<file path="config.mk">
export PLATFORM = sky130hd
export DESIGN_NAME = trls_ctrl
export DESIGN_NICKNAME = d
export VERILOG_FILES = /design/src/hw/rtl/trls_pkg.sv /design/src/hw/rtl/trls_ctrl.sv
export SDC_FILE = /design/constraint.sdc
export NUM_CORES = 1
export LEC_CHECK = 0
export ABC_AREA = 1
export BUFFER_PORTS_ARGS = -buffer_cell sky130_fd_sc_hd__buf_2
export CORE_MARGIN = 3
export CORE_UTILIZATION = 46
export CTS_CLUSTER_SIZE = 12
export DETAILED_ROUTE_END_ITERATION = 12
export PLACE_DENSITY = 0.82
export SLEW_MARGIN = 20
export SYNTH_ARGS = -nofsm -noshare
export SYNTH_HDL_FRONTEND = slang
export SYNTH_SLANG_ARGS = --single-unit
</file>
<file path="constraint.sdc">
create_clock -name i_clk -period 3.1 [get_ports i_clk]
set_input_delay 0.62 -clock i_clk [delete_from_list [all_inputs] [get_ports i_clk]]
set_output_delay 0.62 -clock i_clk [all_outputs]
set_load 0.02 [all_outputs]
</file>
<file path="src/hw/rtl/trls_pkg.sv">
`timescale 1ns / 1ps
`default_nettype none
// ----------------------------------------------------------------------------
// trls_pkg: shared types and constants of the tagged record log store
// Word layouts, store geometry, command and status bundles between the
// controller and the datapath.
// ----------------------------------------------------------------------------
package trls_pkg;

    localparam int STORE_BYTES = 4096;
    localparam int ADDR_W      = $clog2(STORE_BYTES);
    localparam int PTR_W       = ADDR_W + 1;                    // 0 .. STORE_BYTES
    localparam int LEN_W       = 12;
    localparam int NEED_W      = LEN_W + 1;                     // padded append size
    localparam int RP_W        = $clog2(STORE_BYTES + 8192);    // readout may run past the end
    localparam int SUM_W       = $clog2(STORE_BYTES + 65544);   // cursor plus any header length

    localparam logic [7:0] MAGIC  = 8'hBE;
    localparam logic [7:0] ERASED = 8'hFF;
    localparam int HDR_BYTES  = 4;
    localparam int ALIGN_MASK = 7;

    typedef enum logic [2:0] {
        K_APP_HDR   = 3'd0,
        K_APP_BYTE  = 3'd1,
        K_GET_FIRST = 3'd2,
        K_GET_NEXT  = 3'd3,
        K_READ      = 3'd4,
        K_DISCARD   = 3'd5
    } t_kind;

    typedef enum logic [1:0] {
        ST_OK       = 2'd0,
        ST_END      = 2'd1,
        ST_TOO_LONG = 2'd2,
        ST_NONE     = 2'd3
    } t_status;

    typedef enum logic [1:0] {
        RES_PLAIN,
        RES_GET,
        RES_READ
    } t_res_sel;

    typedef enum logic [3:0] {
        S_INIT,
        S_IDLE,
        S_DISPATCH,
        S_CLEAR,
        S_HDR,
        S_G_CHK,
        S_G_RD,
        S_G_EVAL,
        S_RD_WAIT,
        S_DONE
    } t_state;

    typedef struct packed {
        logic [2:0]       kind;
        logic [7:0]       record_type;
        logic [LEN_W-1:0] length;
        logic [11:0]      read_offset;
        logic [7:0]       data_byte;
    } t_in;

    typedef struct packed {
        logic [1:0]       status;
        logic [LEN_W-1:0] copy_count;
        logic [7:0]       read_data;
        logic             last_byte;
    } t_out;

    typedef struct packed {
        logic     load_item;
        logic     clr_start;
        logic     clr_step;
        logic     log_zero;
        logic     hdr_write;
        logic     hdr_commit;
        logic     app_cancel;
        logic     app_write;
        logic     cur_zero;
        logic     rd_disarm;
        logic     get_issue;
        logic     get_step;
        logic     get_eval;
        logic     rd_issue;
        logic     rd_step;
        logic     finish;
        logic     release_res;
        t_status  res_code;
        t_res_sel res_sel;
    } t_cmd;

    typedef struct packed {
        logic [2:0] kind;
        logic       too_long;
        logic       no_fit;
        logic       log_empty;
        logic       clr_last;
        logic       idx_zero;
        logic       idx_last;
        logic       app_idle;
        logic       rd_idle;
        logic       cur_at_end;
        logic       magic_bad;
        logic       match;
        logic       out_free;
    } t_sts;

endpackage
`default_nettype wire

</file>
<file path="src/hw/rtl/trls_ctrl.sv">
`timescale 1ns / 1ps
`default_nettype none
// ----------------------------------------------------------------------------
// trls_ctrl: sequencer of the tagged record log store
// Decodes each word, walks clears, header writes and record searches.
// ----------------------------------------------------------------------------
module trls_ctrl (
    input  wire logic           i_clk,
    input  wire logic           i_rst_n,
    input  wire logic           i_in_valid,
    output logic                o_in_stall,
    input  wire trls_pkg::t_sts i_sts,
    output trls_pkg::t_cmd      o_cmd
);
    import trls_pkg::*;

    t_state r_state, n_state;

    always_ff @(posedge i_clk) begin
        if (!i_rst_n) begin
            r_state <= S_INIT;
        end else begin
            r_state <= n_state;
        end
    end

    always_comb begin
        n_state       = r_state;
        o_cmd         = '0;
        o_cmd.res_code = ST_OK;
        o_cmd.res_sel  = RES_PLAIN;
        o_in_stall    = (r_state != S_IDLE);

        unique case (r_state)
            S_INIT: begin
                // post-reset erase of the whole store
                o_cmd.clr_step = 1'b1;
                if (i_sts.clr_last) begin
                    n_state = S_IDLE;
                end
            end
            S_IDLE: begin
                if (i_in_valid) begin
                    o_cmd.load_item = 1'b1;
                    n_state = S_DISPATCH;
                end
            end
            S_DISPATCH: begin
                unique case (i_sts.kind)
                    K_APP_HDR: begin
                        if (i_sts.too_long) begin
                            o_cmd.app_cancel = 1'b1;
                            o_cmd.finish     = 1'b1;
                            o_cmd.res_code   = ST_TOO_LONG;
                            n_state = i_sts.out_free ? S_IDLE : S_DONE;
                        end else if (i_sts.no_fit) begin
                            o_cmd.clr_start = 1'b1;
                            n_state = S_CLEAR;
                        end else begin
                            n_state = S_HDR;
                        end
                    end
                    K_APP_BYTE: begin
                        o_cmd.finish = 1'b1;
                        if (i_sts.app_idle) begin
                            o_cmd.res_code = ST_NONE;
                        end else begin
                            o_cmd.app_write = 1'b1;
                        end
                        n_state = i_sts.out_free ? S_IDLE : S_DONE;
                    end
                    K_GET_FIRST: begin
                        o_cmd.cur_zero  = 1'b1;
                        o_cmd.rd_disarm = 1'b1;
                        n_state = S_G_CHK;
                    end
                    K_GET_NEXT: begin
                        o_cmd.rd_disarm = 1'b1;
                        n_state = S_G_CHK;
                    end
                    K_READ: begin
                        if (i_sts.rd_idle) begin
                            o_cmd.finish   = 1'b1;
                            o_cmd.res_code = ST_NONE;
                            n_state = i_sts.out_free ? S_IDLE : S_DONE;
                        end else begin
                            o_cmd.rd_issue = 1'b1;
                            n_state = S_RD_WAIT;
                        end
                    end
                    K_DISCARD: begin
                        o_cmd.cur_zero   = 1'b1;
                        o_cmd.app_cancel = 1'b1;
                        o_cmd.rd_disarm  = 1'b1;
                        if (i_sts.log_empty) begin
                            o_cmd.finish = 1'b1;
                            n_state = i_sts.out_free ? S_IDLE : S_DONE;
                        end else begin
                            o_cmd.clr_start = 1'b1;
                            n_state = S_CLEAR;
                        end
                    end
                    default: begin
                        o_cmd.finish = 1'b1;
                        n_state = i_sts.out_free ? S_IDLE : S_DONE;
                    end
                endcase
            end
            S_CLEAR: begin
                // erase only the used part; past log_end the store is already erased
                o_cmd.clr_step = 1'b1;
                if (i_sts.clr_last) begin
                    o_cmd.log_zero = 1'b1;
                    if (i_sts.kind == K_APP_HDR) begin
                        n_state = S_HDR;
                    end else begin
                        o_cmd.finish = 1'b1;
                        n_state = i_sts.out_free ? S_IDLE : S_DONE;
                    end
                end
            end
            S_HDR: begin
                o_cmd.hdr_write = 1'b1;
                if (i_sts.idx_last) begin
                    o_cmd.hdr_commit = 1'b1;
                    o_cmd.finish     = 1'b1;
                    n_state = i_sts.out_free ? S_IDLE : S_DONE;
                end
            end
            S_G_CHK: begin
                if (i_sts.cur_at_end) begin
                    o_cmd.finish   = 1'b1;
                    o_cmd.res_code = ST_END;
                    n_state = i_sts.out_free ? S_IDLE : S_DONE;
                end else begin
                    o_cmd.get_issue = 1'b1;
                    n_state = S_G_RD;
                end
            end
            S_G_RD: begin
                o_cmd.get_step = 1'b1;
                if (i_sts.idx_zero && i_sts.magic_bad) begin
                    // broken header: cursor stays put
                    o_cmd.finish   = 1'b1;
                    o_cmd.res_code = ST_END;
                    n_state = i_sts.out_free ? S_IDLE : S_DONE;
                end else if (i_sts.idx_last) begin
                    n_state = S_G_EVAL;
                end
            end
            S_G_EVAL: begin
                o_cmd.get_eval = 1'b1;
                if (i_sts.match) begin
                    o_cmd.finish  = 1'b1;
                    o_cmd.res_sel = RES_GET;
                    n_state = i_sts.out_free ? S_IDLE : S_DONE;
                end else begin
                    n_state = S_G_CHK;
                end
            end
            S_RD_WAIT: begin
                o_cmd.rd_step = 1'b1;
                o_cmd.finish  = 1'b1;
                o_cmd.res_sel = RES_READ;
                n_state = i_sts.out_free ? S_IDLE : S_DONE;
            end
            S_DONE: begin
                if (i_sts.out_free) begin
                    o_cmd.release_res = 1'b1;
                    n_state = S_IDLE;
                end
            end
            default: begin
                n_state = S_IDLE;
            end
        endcase
    end

endmodule
`default_nettype wire

</file>
==> results.toml, run 1 <==
[run_status]
outcome = "complete, no violations"

[setup_path]
crit_end = "o_cmd[13]"
crit_path_end_kind = "primary output"
arrival_ns = 1.77
path_max_fanout = 8
required_ns = 2.48
critPathLaunch = "r_state[2]"
start_kind = "flip-flop"
reg2reg_slack_ns = 1.61
timing.rr.end = "r_state[3]"
r2r_cells = 7
r2r-start = "r_state[2]"
crit_type = "reg2out"

[drt]
via_per_inst = 5.09
routed_wl_um = 2070
num_vias = 1024
drt_iter0_drc = 61
wl_per_cell_um = 10.3
drtAntennaViolNets = 0
drcViolationCount = 0
first_pass_iters = 4

[power]
combPwrFrac_pct = 65.9
leakage_nw = 0.623
pwr-share-seq_pct = 19.3
peakVddDrop_mv = 0.362
p_sw_share_pct = 53.7
p_sw_mw = 0.233
power.density_nw_per_um2 = 470
p_int_mw = 0.201
power_frac_clock_pct = 14.8

[finish]
reg_top3 = "r_state (4)"
antennaDiodeCount = 0
largest_reg_flops = 4
final_core_util_pct = 67.7
largest-register = "r_state"
drive_above_1_share_pct = 28.0
nets = 206
syn_to_final_growth_pct = 32.9

[logic_synthesis]
syn_nets = 163
yosysUniqueCellTypes = 20
netlist_top_cells_count = "nand2_1, inv_1, nor2_1"
synth_top_area_share_pct = 26.4
netlist_instances = 145
synth_warnings = 0
synth.most_common_cell = "nand2_1"
syn_area_um2 = 696
ys_ff_latch = 4
post_synth.cell_area_avg_um2 = 4.80
synth_area_leaders = "nand2_1, inv_1, dfxtp_1"
yosys.area.top_type = "nand2_1"
synth_flop_cell = "dfxtp_1"
synth_edf_count = 0
ys_async_sr_fraction_pct = 0
ys_seq_area_share_pct = 11.5

[timing]
relSlewSlack_pct = 65.6
worstMarginPinSlew_ns = 0.514
period_share_pct = 77.2
tns_ns = 0
fin_crit_ns = 2.39
setup_violations = 0
finClkSkew_ns = 0.00412
max_freq_mhz = 418
rsz0062_at_grt = "no"
layout_setup_ws_ns = 0.708
drv_slew = 0
hold_viol = 0

[global_route]
grt_pass1_wl_um = 3510
grt_use_met2_pct = 37.5
met3_usage_pct = 1.20
busiest_layer = "met2"
grt_max_degree = 9
track_usage_pct = 22.5
globalRouteOverflowTotal = 0
grt_use_met1_pct = 31.8
first_global_vias = 865
antenna_found_initial = 0

[placed_design]
place.gp.congestion = 0.878
pre_cts_slack_ns = 0.874
port_buffers = 39
dp_hpwl_um = 1800

[die]
chipWidth_um = 44.9
rows = 13
initial_core_util_pct = 50.9
die_area_um2 = 2020
io_pins = 40
coreArea_um2 = 1370
die_height_um = 44.9

[clocking]
cts_tree = "yes"
clock_path_buffers = 2
holdBufCountCts = 0
clock-sinks = 4
cts_inserted_buffers = 3
postCtsSetupBuffers = 0
cts_max_level = 1
clockRootBuffer = "clkbuf_4"
clk_pin_slew_worst_paths_ns = 0.04
ctsResizeCount = 0
clk-insertion-delay-late_ns = 0.23

[hold_path]
min_path_type = "reg2reg"
holdCritStartpoint = "r_state[1]"

[job]
cap_violations = 0
-- per-layer routing --
metal,up-vias,routed length (um)
li1,537,-
met1,445,960
met2,42,953
met3,0,153
met4,0,0
met5,-,0
-- final cells by class --
class,instances,area [um2]
Tap cell,15,18.8
Fill cell,155,442
Timing Repair Buffer,39,195
Multi-Input combinational cell,113,507
Clock buffer,3,22.5
Inverter,27,101
Sequential cell,4,80.1
-- cell families (layout without fill, tap and decap cells) --
logic type | after synthesis | count (layout) | share of synthesized area (%)
compound gates | 19 | 19 | 14.9
flops | 4 | 4 | 11.5
buf+inv | 28 | 69 | 15.6
simple gates | 94 | 94 | 57.9
-- how the worst min path moves through the flow --
stage / end / cells after the start
2_1_floorplan: r_state[1] / 2
3_3_place_gp: r_state[1] / 2
3_5_place_dp: r_state[1] / 2
4_1_cts: r_state[1] / 2
5_1_grt: r_state[1] / 2
6_report: r_state[1] / 2
-- power groups by stage --
stage / Combinational (mW) / Sequential (mW) / Clock, mW
finish: 0.287 / 0.0839 / 0.0643
CTS: 0.286 / 0.0835 / 0.0674
global route: 0.325 / 0.0872 / 0.0709
global placement: 0.280 / 0.0829 / 0
detailed placement: 0.285 / 0.0842 / 0
floorplan: 0.208 / 0.0801 / 0
-- critical path, cell delays in order, from the launching register on --
cell	delay [ns]
dfxtp_1	0.34
nor2_2	0.18
nand2_1	0.09
nor2_1	0.41
inv_1	0.16
nor3_1	0.17
buf_2	0.20
-- cells in the final DEF, fill, tap and decap left out --
cell      instances
nor2_1           19
nor3_1            3
nor4_1            1
o21ai_0           8
inv_1            24
nand2_1          49
nand3b_1          1
o21a_1            1
nand2_2           2
or2_2             1
o22ai_1           2
nand3_1          14
dfxtp_1           4
o21ai_2           1
inv_2             3
clkbuf_4          3
nand4_1           1
buf_2            39
a21oi_1           7
nor2_4            1
nor2_2            2
-- through the flow --
stage / cells / hold slack, ns / cell area, um2 / power, mW
global route: 201 / 0.553 / 925 / 0.483
CTS: 201 / 0.521 / 925 / 0.437
detailed placement: 198 / 0.515 / 902 / 0.369
global placement: 198 / 0.496 / 902 / 0.363
floorplan: 145 / 0.480 / 696 / 0.288
finish: 201 / 0.519 / 925 / 0.435
Power figures use the tool's default switching activity.
==> inputs of run 2 (changes only) <==
--- a/config.mk
+++ b/config.mk
@@ -5,13 +5,13 @@
 export SDC_FILE = /design/constraint.sdc
 export NUM_CORES = 1
 export LEC_CHECK = 0
-export ABC_AREA = 1
+export ABC_AREA = 0
 export BUFFER_PORTS_ARGS = -buffer_cell sky130_fd_sc_hd__buf_2
 export CORE_MARGIN = 3
-export CORE_UTILIZATION = 46
+export CORE_UTILIZATION = 41
 export CTS_CLUSTER_SIZE = 12
 export DETAILED_ROUTE_END_ITERATION = 12
-export PLACE_DENSITY = 0.82
+export PLACE_DENSITY = 0.74
 export SLEW_MARGIN = 20
 export SYNTH_ARGS = -nofsm -noshare
 export SYNTH_HDL_FRONTEND = slang
==> constraint.sdc (replaced) <==
create_clock -name i_clk -period 2.1 [get_ports i_clk]
set_input_delay 0.42 -clock i_clk [delete_from_list [all_inputs] [get_ports i_clk]]
set_output_delay 0.42 -clock i_clk [all_outputs]
set_load 0.02 [all_outputs]
==> results.toml, run 2 <==
[finish]
fin_area_um2 = 1270
final_common_cell = "buf_2"
fillers = 165
nets = 187
fin_cells = 192
largest-register = "r_state"
reg_top3 = "r_state (4)"
mostFrequentLayoutCells = "buf_2, buf_4, nand2_1, nor2_1, nand2b_1"
drive_above_1_share_pct = 51.5
syn_to_final_growth_pct = 52.1
antennaDiodeCount = 0
largest_reg_flops = 4

[timing]
layout_setup_ws_ns = 0.0526
setup_violations = 0
finClkSkew_ns = 0.00493
max_freq_mhz = 488
tns_ns = 0
worstMarginPinSlew_ns = 0.426
hold_ws_ns = 0.481
relSlewSlack_pct = 71.2
period_share_pct = 97.5
drv_slew = 0
hold_viol = 0
fin_crit_ns = 2.05
rsz0062_at_grt = "yes"

[logic_synthesis]
yosysUniqueCellTypes = 49
synth_flop_cell = "dfxtp_1"
syn_area_um2 = 836
ys_ff_latch = 4
yosys.area.top_type = "dfxtp_1"
synth_area_leaders = "dfxtp_1, nand2b_1, and3_1"
ys_async_sr_fraction_pct = 0
synth_warnings = 0
ys_seq_area_share_pct = 9.58
netlist_top_cells_count = "nand2_1, nor2_1, nand2b_1"
syn_nets = 133
synth_edf_count = 0
post_synth.cell_area_avg_um2 = 7.27
synth_top_area_share_pct = 9.58
netlist_instances = 115

[global_route]
grt_pass1_wl_um = 4240
first_global_vias = 1003
globalRouteOverflowTotal = 0
track_usage_pct = 21.2
grt_max_degree = 17
antenna_found_initial = 0

[hold_path]
holdCritStartpoint = "i_rst_n"
min_path_cells = 2
min_path_type = "in2reg"

[setup_path]
reg2reg_slack_ns = 0.17
crit_path_end_kind = "primary output"
timing.rr.end = "r_state[3]"
crit_end = "o_cmd[2]"
crit_type = "reg2out"
r2r_cells = 7
r2r-start = "r_state[2]"
arrival_ns = 1.63
start_kind = "flip-flop"
critPathLaunch = "r_state[2]"
path_max_fanout = 7
required_ns = 1.68

[placed_design]
dp_hpwl_um = 2010
port_buffers = 39
pre_cts_slack_ns = 0.111
place_area_um2 = 1080
dp_cells = 178
place.gp.congestion = 0.776

[power]
power.density_nw_per_um2 = 384
pwr-share-seq_pct = 18.5
power_frac_clock_pct = 19.8
leakage_nw = 0.616
p_sw_mw = 0.205
peakVddDrop_mv = 0.235
p_int_mw = 0.283
combPwrFrac_pct = 61.7
p_sw_share_pct = 42.0

[die]
chipWidth_um = 51.2
coreArea_um2 = 1820
die_height_um = 51.2
io_pins = 40
rows = 15
die_area_um2 = 2620
initial_core_util_pct = 45.9

[drt]
drtAntennaViolNets = 0
via_per_inst = 5.82
drt_iter0_drc = 40
routed_wl_um = 2890
first_pass_iters = 4
num_vias = 1118
drcViolationCount = 0
wl_per_cell_um = 15.1

[job]
cap_violations = 0

[clocking]
cts_max_level = 1
clock_path_buffers = 2
clk-insertion-delay-late_ns = 0.24
clk_pin_slew_worst_paths_ns = 0.04
cts_inserted_buffers = 3
clock-sinks = 4
cts_tree = "yes"
clockRootBuffer = "clkbuf_4"

[run_status]
outcome = "complete, no violations"
==> run 2: changes by cell type after synthesis, sizes merged, moves of 4 or more <==
cell / previous run / this run
buf: 1 / 5
or3: 0 / 4
nand2: 51 / 8
inv: 27 / 5
o21ai: 9 / 4
nand3: 14 / 4
and3: 0 / 5
a21oi: 7 / 3
a211oi: 0 / 5
clkbuf: 0 / 5
nand2b: 0 / 7
nor2: 22 / 8
==> run 2: worst min path at each step <==
stage,to,slack [ns]
6_report,r_state[0],0.48
5_1_grt,r_state[0],0.47
4_1_cts,r_state[0],0.47
3_5_place_dp,r_state[1],0.66
3_3_place_gp,r_state[1],0.66
2_1_floorplan,r_state[0],0.56
==> run 2: metrics by stage <==
step,utilization (%),power [mW]
finish,69.8,0.488
global route,69.8,0.520
CTS,65.1,0.463
detailed placement,59.4,0.349
global placement,59.4,0.341
floorplan,-,0.268
==> run 2: per-layer routing <==
layer / up-vias / track usage, % / wire length [um]
met5: - / 0 / 0
met3: 4 / 2.33 / 204
li1: 538 / - / -
met2: 57 / 39.3 / 1480
met1: 519 / 24.2 / 1170
met4: 0 / 8.52 / 34
==> run 2: kinds of logic after synthesis <==
family	after synthesis	synth area share [%]
XOR/XNOR	1	1.05
AO/OA/AOI/OAI	27	27.7
AND/OR/NAND/NOR	65	49.1
buffers and inverters	15	8.83
flip-flops	4	9.58
multiplexers	3	3.74
==> run 2: timing repair <==
item / 4_1_cts / 5_1_grt
setup endpoints to repair: 3 / 7
hold buffers: 0 / 0
pin swaps: 1 / 7
gates resized for setup: 13 / 12
endpoints found under the hold margin: 0 / 0
buffers inserted: 5 / 6
==> run 2: area by class of cell <==
| cell class | count | area (um2) | share of cell area [%] |
|---|---|---|---|
| clock buffers | 3 | 22.5 | 1.77 |
| repair buffers | 59 | 380 | 29.9 |
| multi-input cells | 96 | 731 | 57.5 |
| flip-flops and latches | 4 | 87.6 | 6.89 |
| inverters | 5 | 18.8 | 1.48 |
| well taps | 25 | 31.3 | 2.46 |
==> run 2: critical path, cell delays in order (launching register included) <==
cell,delay (ns)
dfxtp_2,0.32
or4b_4,0.61
a211oi_2,0.20
nand2b_1,0.15
buf_6,0.12
==> run 2: power by group through the flow <==
stage,Sequential (mW),Combinational [mW],Clock (mW)
after floorplan,0.0886,0.179,0
after global placement,0.0900,0.251,0
after detailed placement,0.0898,0.259,0
after CTS,0.0877,0.277,0.0983
after global routing,0.0913,0.321,0.108
final,0.0902,0.301,0.0963
